`src/rtl/jsu_pkg.sv`:
```
// Shared types, constants and helper functions for the JSON string unescaper.
package jsu_pkg;

  // Decoder modes, one-hot.
  typedef enum logic [2:0] {
    MODE_NORMAL = 3'b001,
    MODE_ESCAPE = 3'b010,
    MODE_HEX    = 3'b100
  } mode_t;

  localparam logic [7:0]  CH_QUOTE     = 8'h22;
  localparam logic [7:0]  CH_BACKSLASH = 8'h5C;
  localparam logic [7:0]  CH_SLASH     = 8'h2F;
  localparam logic [7:0]  CH_B         = 8'h62;
  localparam logic [7:0]  CH_F         = 8'h66;
  localparam logic [7:0]  CH_N         = 8'h6E;
  localparam logic [7:0]  CH_R         = 8'h72;
  localparam logic [7:0]  CH_T         = 8'h74;
  localparam logic [7:0]  CH_U         = 8'h75;

  localparam logic [7:0]  CTRL_BS      = 8'h08;
  localparam logic [7:0]  CTRL_FF      = 8'h0C;
  localparam logic [7:0]  CTRL_LF      = 8'h0A;
  localparam logic [7:0]  CTRL_CR      = 8'h0D;
  localparam logic [7:0]  CTRL_TAB     = 8'h09;

  localparam logic [15:0] ONE_BYTE_LIMIT = 16'h0080;
  localparam logic [15:0] TWO_BYTE_LIMIT = 16'h07FF;
  localparam logic [7:0]  LEAD2        = 8'b1100_0000;
  localparam logic [7:0]  LEAD3        = 8'b1110_0000;
  localparam logic [7:0]  CONT         = 8'b1000_0000;

  localparam logic [2:0]  HEX_LEN      = 3'd4;

  // Up to three output bytes produced by one input word.
  typedef struct packed {
    logic [2:0][7:0] bytes;
    logic [1:0]      cnt;
  } grp_t;

  // Hex digit decode: valid flag and 4-bit value.
  typedef struct packed {
    logic       ok;
    logic [3:0] val;
  } hexd_t;

  function automatic hexd_t hex_digit(input logic [7:0] c);
    hexd_t r;
    r = '0;
    if (c >= 8'h30 && c <= 8'h39) begin
      r.ok  = 1'b1;
      r.val = 4'(c - 8'h30);
    end else if (c >= 8'h61 && c <= 8'h66) begin
      r.ok  = 1'b1;
      r.val = 4'(c - 8'h57);
    end else if (c >= 8'h41 && c <= 8'h46) begin
      r.ok  = 1'b1;
      r.val = 4'(c - 8'h37);
    end
    return r;
  endfunction

  // UTF-8 form of a 16-bit code unit; the lead byte sits in bytes[0].
  function automatic grp_t encode_utf8(input logic [15:0] v);
    grp_t g;
    g = '0;
    if (v < ONE_BYTE_LIMIT) begin
      g.bytes[0] = v[7:0];
      g.cnt      = 2'd1;
    end else if (v <= TWO_BYTE_LIMIT) begin
      g.bytes[0] = LEAD2 | {3'b000, v[10:6]};
      g.bytes[1] = CONT | {2'b00, v[5:0]};
      g.cnt      = 2'd2;
    end else begin
      g.bytes[0] = LEAD3 | {4'b0000, v[15:12]};
      g.bytes[1] = CONT | {2'b00, v[11:6]};
      g.bytes[2] = CONT | {2'b00, v[5:0]};
      g.cnt      = 2'd3;
    end
    return g;
  endfunction

endpackage

```
`src/rtl/json_string_unescape_utf8.sv`:
```
// JSON string unescaper with UTF-8 output for unicode escapes.
//
//   Channel | Direction | Handshake          | Payload
//   --------+-----------+--------------------+------------------------------------------
//   in_     | input     | in_valid/in_stall  | in_char_byte, in_string_start,
//           |           |                    | in_string_final
//   out_    | output    | out_valid/out_stall| out_byte, out_last_in_run
//
// Each input word is decoded in the cycle it is accepted; its 0 to 3 output bytes
// go into a two-entry group queue and leave one byte per cycle from the head group
// while out_stall is low. An input word is taken every cycle while the queue has a
// free slot, so plain text runs at one word per cycle; a unicode escape holds the
// output side until its up to three bytes have left. Bytes leave from the registered queue.
// The synchronous active-low reset clears the decode state and empties the queue.
// in_stall rises only when both queue entries hold groups not yet fully sent.
module json_string_unescape_utf8 (
  input  logic       clk,
  input  logic       rst_n,
  input  logic       in_valid,
  output logic       in_stall,
  input  logic [7:0] in_char_byte,
  input  logic       in_string_start,
  input  logic       in_string_final,
  output logic       out_valid,
  input  logic       out_stall,
  output logic [7:0] out_byte,
  output logic       out_last_in_run
);
  import jsu_pkg::*;

  // Decode state.
  mode_t       mode_r, mode_nxt;
  logic [15:0] hex_val_r, hex_val_nxt;
  logic [2:0]  hex_seen_r, hex_seen_nxt;
  logic        hex_stop_r, hex_stop_nxt;

  // Group queue: two entries, one byte index into the head entry.
  grp_t        grp_q_r [2];
  logic        wr_ptr_r, rd_ptr_r;
  logic [1:0]  fill_r, fill_nxt;
  logic [1:0]  byte_idx_r;

  grp_t        dec_grp;
  grp_t        head;
  hexd_t       hd;
  logic        in_acc, push, pop, out_acc;

  // The queue only refuses a word when both slots are taken.
  assign in_stall  = (fill_r == 2'd2);
  assign in_acc    = in_valid && !in_stall;
  assign out_valid = (fill_r != 2'd0);
  assign out_acc   = out_valid && !out_stall;

  // Decode of the current word against the current state. A start flag
  // clears the state before the word is looked at, a final flag after.
  always_comb begin
    mode_t       m;
    logic [15:0] hv;
    logic [2:0]  hs;
    logic        hst;
    m   = in_string_start ? MODE_NORMAL : mode_r;
    hv  = in_string_start ? 16'h0000 : hex_val_r;
    hs  = in_string_start ? 3'd0 : hex_seen_r;
    hst = in_string_start ? 1'b0 : hex_stop_r;
    dec_grp = '0;
    hd = hex_digit(in_char_byte);

    if (in_string_start && in_char_byte == CH_QUOTE) begin
      // Opening quote is dropped.
    end else begin
      case (m)
        MODE_ESCAPE: begin
          m = MODE_NORMAL;
          dec_grp.cnt = 2'd1;
          case (in_char_byte)
            CH_QUOTE:     dec_grp.bytes[0] = CH_QUOTE;
            CH_BACKSLASH: dec_grp.bytes[0] = CH_BACKSLASH;
            CH_SLASH:     dec_grp.bytes[0] = CH_SLASH;
            CH_B:         dec_grp.bytes[0] = CTRL_BS;
            CH_F:         dec_grp.bytes[0] = CTRL_FF;
            CH_N:         dec_grp.bytes[0] = CTRL_LF;
            CH_R:         dec_grp.bytes[0] = CTRL_CR;
            CH_T:         dec_grp.bytes[0] = CTRL_TAB;
            CH_U: begin
              dec_grp.cnt = 2'd0;
              m   = MODE_HEX;
              hv  = 16'h0000;
              hs  = 3'd0;
              hst = 1'b0;
            end
            default: dec_grp.cnt = 2'd0;  // unknown escape gives nothing
          endcase
        end
        MODE_HEX: begin
          // Digits are gathered until the first non-hex byte; the rest of the
          // four bytes are consumed without effect.
          if (!hst && hd.ok) begin
            hv = {hv[11:0], hd.val};
          end else begin
            hst = 1'b1;
          end
          hs = hs + 3'd1;
          if (hs >= HEX_LEN) begin
            dec_grp = encode_utf8(hv);
            m   = MODE_NORMAL;
            hv  = 16'h0000;
            hs  = 3'd0;
            hst = 1'b0;
          end
        end
        default: begin
          m = MODE_NORMAL;
          if (in_char_byte == CH_BACKSLASH) begin
            m = MODE_ESCAPE;
          end else begin
            dec_grp.bytes[0] = in_char_byte;
            dec_grp.cnt      = 2'd1;
          end
        end
      endcase
    end

    if (in_string_final) begin
      m   = MODE_NORMAL;
      hv  = 16'h0000;
      hs  = 3'd0;
      hst = 1'b0;
    end

    mode_nxt     = m;
    hex_val_nxt  = hv;
    hex_seen_nxt = hs;
    hex_stop_nxt = hst;
  end

  always_ff @(posedge clk) begin
    if (!rst_n) begin
      mode_r     <= MODE_NORMAL;
      hex_val_r  <= 16'h0000;
      hex_seen_r <= 3'd0;
      hex_stop_r <= 1'b0;
    end else if (in_acc) begin
      mode_r     <= mode_nxt;
      hex_val_r  <= hex_val_nxt;
      hex_seen_r <= hex_seen_nxt;
      hex_stop_r <= hex_stop_nxt;
    end
  end

  // Head of the queue and byte selection.
  assign head = grp_q_r[rd_ptr_r];

  always_comb begin
    case (byte_idx_r)
      2'd0:    out_byte = head.bytes[0];
      2'd1:    out_byte = head.bytes[1];
      2'd2:    out_byte = head.bytes[2];
      default: out_byte = head.bytes[0];
    endcase
  end

  assign out_last_in_run = (byte_idx_r == head.cnt - 2'd1);

  // Words that produce no bytes never enter the queue.
  assign push = in_acc && (dec_grp.cnt != 2'd0);
  assign pop  = out_acc && out_last_in_run;

  always_comb begin
    fill_nxt = fill_r;
    if (push && !pop) begin
      fill_nxt = fill_r + 2'd1;
    end else if (pop && !push) begin
      fill_nxt = fill_r - 2'd1;
    end
  end

  always_ff @(posedge clk) begin
    if (push) begin
      grp_q_r[wr_ptr_r] <= dec_grp;
    end
  end

  always_ff @(posedge clk) begin
    if (!rst_n) begin
      wr_ptr_r   <= 1'b0;
      rd_ptr_r   <= 1'b0;
      fill_r     <= 2'd0;
      byte_idx_r <= 2'd0;
    end else begin
      fill_r <= fill_nxt;
      if (push) begin
        wr_ptr_r <= ~wr_ptr_r;
      end
      if (pop) begin
        rd_ptr_r   <= ~rd_ptr_r;
        byte_idx_r <= 2'd0;
      end else if (out_acc) begin
        byte_idx_r <= byte_idx_r + 2'd1;
      end
    end
  end

  // The queue never holds more than its two entries.
  a_fill_bound: assert property (@(posedge clk) disable iff (!rst_n)
    fill_r != 2'd3)
    else $error("group queue overfilled");

  // While a group is shown, the byte index stays inside that group.
  a_idx_in_group: assert property (@(posedge clk) disable iff (!rst_n)
    out_valid |-> (head.cnt != 2'd0 && byte_idx_r < head.cnt))
    else $error("byte index outside head group");

  // The hex counter only runs inside a unicode escape and never reaches four.
  a_hex_count: assert property (@(posedge clk) disable iff (!rst_n)
    (mode_r != MODE_HEX) |-> (hex_seen_r == 3'd0 && hex_val_r == 16'h0000))
    else $error("hex state left over outside unicode escape");

  a_hex_bound: assert property (@(posedge clk) disable iff (!rst_n)
    hex_seen_r < HEX_LEN)
    else $error("hex digit count out of range");

endmodule

```
`config.mk`:
```
export PLATFORM = sky130hd
export DESIGN_NAME = json_string_unescape_utf8
export DESIGN_NICKNAME = d
export VERILOG_FILES = /design/src/rtl/jsu_pkg.sv /design/src/rtl/json_string_unescape_utf8.sv
export SDC_FILE = /design/constraint.sdc
export NUM_CORES = 1
export LEC_CHECK = 0
export CORE_MARGIN = 1
export CORE_UTILIZATION = 58
export DETAILED_ROUTE_END_ITERATION = 6
export DONT_BUFFER_PORTS = 1
export MAX_ROUTING_LAYER = met4
export PLACE_DENSITY = 0.81
export SLEW_MARGIN = 5
export SYNTH_ARGS = -nofsm -noshare
export SYNTH_HDL_FRONTEND = slang
export SYNTH_SLANG_ARGS = --single-unit
```
`constraint.sdc`:
```
create_clock -name clk -period 3.6 [get_ports clk]
set_input_delay 0.36 -clock clk [delete_from_list [all_inputs] [get_ports clk]]
set_output_delay 0.36 -clock clk [all_outputs]
set_load 0.02 [all_outputs]
```
==> flow_summary.ini <==
[status]
status = finished clean

[global_route]
grt_pass1_vias = 3152
track_usage_pct = 28.3
antenna_found_initial = 0
grt_pass1_wl_um = 16100
grt_max_degree = 33
grt_overflow = 0

[synthesis]
synth.avg_cell_area_um2 = 10.3
synth_nets = 450
synth_edf_count = 48
synth_area_leaders = edfxtp_1 33%, dfxtp_1 14%, mux2_2 4.3%
syn_inst = 427
yosysSeqAreaShare_pct = 46.4
synth-main-ff-cell = edfxtp_1
yosysWarnings = 0
synth.distinct_cells = 67
netlist_area_mm2 = 0.00440
synthArstFlopShare_pct = 0
yosysTopAreaCell = edfxtp_1
synth_top_area_share_pct = 32.7
synth-seq-cells = 78

[clock_tree]
clock-sinks = 78
post_cts_resized = 0
clk_latency_ns = 0.35
cts_buffer_depth = 2
cts_tree = yes
path_clk_slew_ns = 0.08
htree_num_levels = 3
cts_made_buffers = 9
root_buffer = clkbuf_8
holdBufCountCts = 0
post_cts_buffers = 0

[placed_design]
place_inst = 519
dp_hpwl_um = 7530
gp_congestion = 0.986
postPlaceCellArea_mm2 = 0.00455
io_buffers = 0

[sta]
max_slew.worst_pin.slew_ns = 0.720
min_period_ns = 2.92
period_share_pct = 81.2
hold_violations = 0
rsz0062_at_grt = false
setup_tns_ns = 0
clock_skew_ns = 0.0133
fmax_ghz = 0.342
setup_violations = 0
relSlewSlack_pct = 51.6
report.final.slew_viol_count = 0

[worst_setup_path]
rr_endpoint = fill_r[1]
critical_path_class = reg2reg
reg2reg_slack_ns = 0.68
crit_required_ns = 3.87
end_kind = flop
cp-start-kind = flop
r2r-start = mode_r[0]
cp.arrival_ns = 3.19
r2r_cells = 9
path_max_fanout = 8

[floorplan]
start_util_pct = 60.4
dieHeight_um = 89.1
design.core.area_mm2 = 0.00729
io_pins = 25
die_area_mm2 = 0.00795
dieWidth_um = 89.1
rows = 31

[layout]
nFillCells = 614
mostFrequentLayoutCells = 48 x edfxtp_1, 30 x dfxtp_1, 23 x a21oi_1
regArea_mm2 = 0.00204
final_cell_area_mm2 = 0.00474
fin_cells = 535
num_antenna_cells = 0
drive_gt1_share_pct = 13.3
final_nets = 454
area_delta_synth_final_pct = 7.67
layout_commonest_cell = edfxtp_1
multi_input_area_mm2 = 0.00225

[routing]
drt-total-wl_um = 10400
postRouteAntennaNets = 0
drt-vias-per-instance = 6.55
drc = 0
drt_iter0_drc = 287
firstDrtPassIters = 5
dr_total_vias = 3502
wl_per_cell_um = 19.4

[power]
vdd_ir_drop_max_v = 0.000204
pwr_density_cell_mw_per_mm2 = 473
p_leak_nw = 1.57

[worst_hold_path]
min-delay-start = rst_n
min_to = mode_r[0]
hp-class = in2reg
hold-path-cell-count = 1

[flow_run]
maxCapViolCount = 0
## metal layers
metal,track usage (%),part of all wire [%],vias to the layer above
li1,-,-,1655
met1,36.5,44,1681
met2,43.6,46,144
met3,5.72,7.1,22
met4,11.4,2.6,0
met5,-,0,-
## synth_stat cells, types with 7 or more instances
| library cell | number |
|---|---|
| a22oi_1 | 11 |
| and2_1 | 12 |
| ha_1 | 9 |
| inv_1 | 7 |
| o21ai_1 | 8 |
| nand3_1 | 12 |
| clkbuf_1 | 15 |
| mux2i_1 | 19 |
| a221oi_1 | 10 |
| dfxtp_1 | 30 |
| nand2_1 | 18 |
| nor2_1 | 20 |
| nor3_1 | 17 |
| nor2b_1 | 23 |
| edfxtp_1 | 48 |
| o21ai_0 | 16 |
| a21oi_1 | 23 |
| mux2_2 | 17 |
| nand2b_1 | 8 |
## how the worst max path moves through the flow
stage	start	to	slack, ns	cells past startpoint
after detailed placement	in_char_byte[0]	grp_q_r[0][14]	0.59	8
after CTS	mode_r[0]	fill_r[1]	0.71	9
after global placement	in_char_byte[3]	grp_q_r[0][13]	0.67	7
after global routing	mode_r[0]	fill_r[1]	0.46	8
after floorplan	in_string_start	grp_q_r[0][0]	0.23	10
final	mode_r[0]	fill_r[1]	0.68	9
## registers in the layout, summed over array words and instances, names as in the netlist, named ones only
| register | flops |
|---|---|
| mode_r | 3 |
| hex_seen_r | 3 |
| byte_idx_r | 2 |
| fill_r | 2 |
| rd_ptr_r | 1 |
| hex_val_r | 16 |
| hex_stop_r | 1 |
| wr_ptr_r | 1 |
| grp_q_r | 48 |
## logic make-up (layout without fill, tap and decap cells)
kind of cell               count (synthesis)  count (layout)  synth area share (%)
and+or+nand+nor                          145             145                  18.9
AOI/OAI and AO/OA                        123             123                  19.7
DFF                                       78              78                  46.4
muxes                                     36              36                  8.66
buffers and inverters                     30              39                  2.61
adders and majority gates                  9               9                  2.56
xor gates and xnor gates                   6               6                  1.19
## metrics by stage
step | power [mW] | hold WS (ns) | setup WS, ns | util [%]
finish | 2.24 | 0.0666 | 0.677 | 65.0
global route | 2.35 | 0.0517 | 0.460 | 65.0
CTS | 2.26 | 0.0559 | 0.708 | 65.0
detailed placement | 1.62 | 0.432 | 0.585 | 62.4
global placement | 1.61 | 0.428 | 0.674 | 62.4
floorplan | 1.52 | 0.444 | 0.231 | -
## final cells by class
class,instances,share of cell area (%)
Multi-Input combinational cell,319,47.4
Sequential cell,78,43.1
Clock buffer,10,2.69
Tap cell,99,2.61
Timing Repair Buffer,13,2.06
Clock inverter,6,1.35
Inverter,10,0.792
## critical path: stages (launching register included)
cell,delay [ns]
dfxtp_1,0.35
nor2_1,0.30
o21ai_1,0.30
a211oi_1,0.31
a31oi_1,0.12
buf_4,0.18
o311a_1,0.36
ha_1,0.35
or3_1,0.38
a21boi_0,0.20
## power by group
part	internal, mW	switching, mW	total [mW]
logic	0.195	0.322	0.517
clock network	0.319	0.323	0.642
registers	1.05	0.0331	1.08
Power figures use the tool's default switching activity.
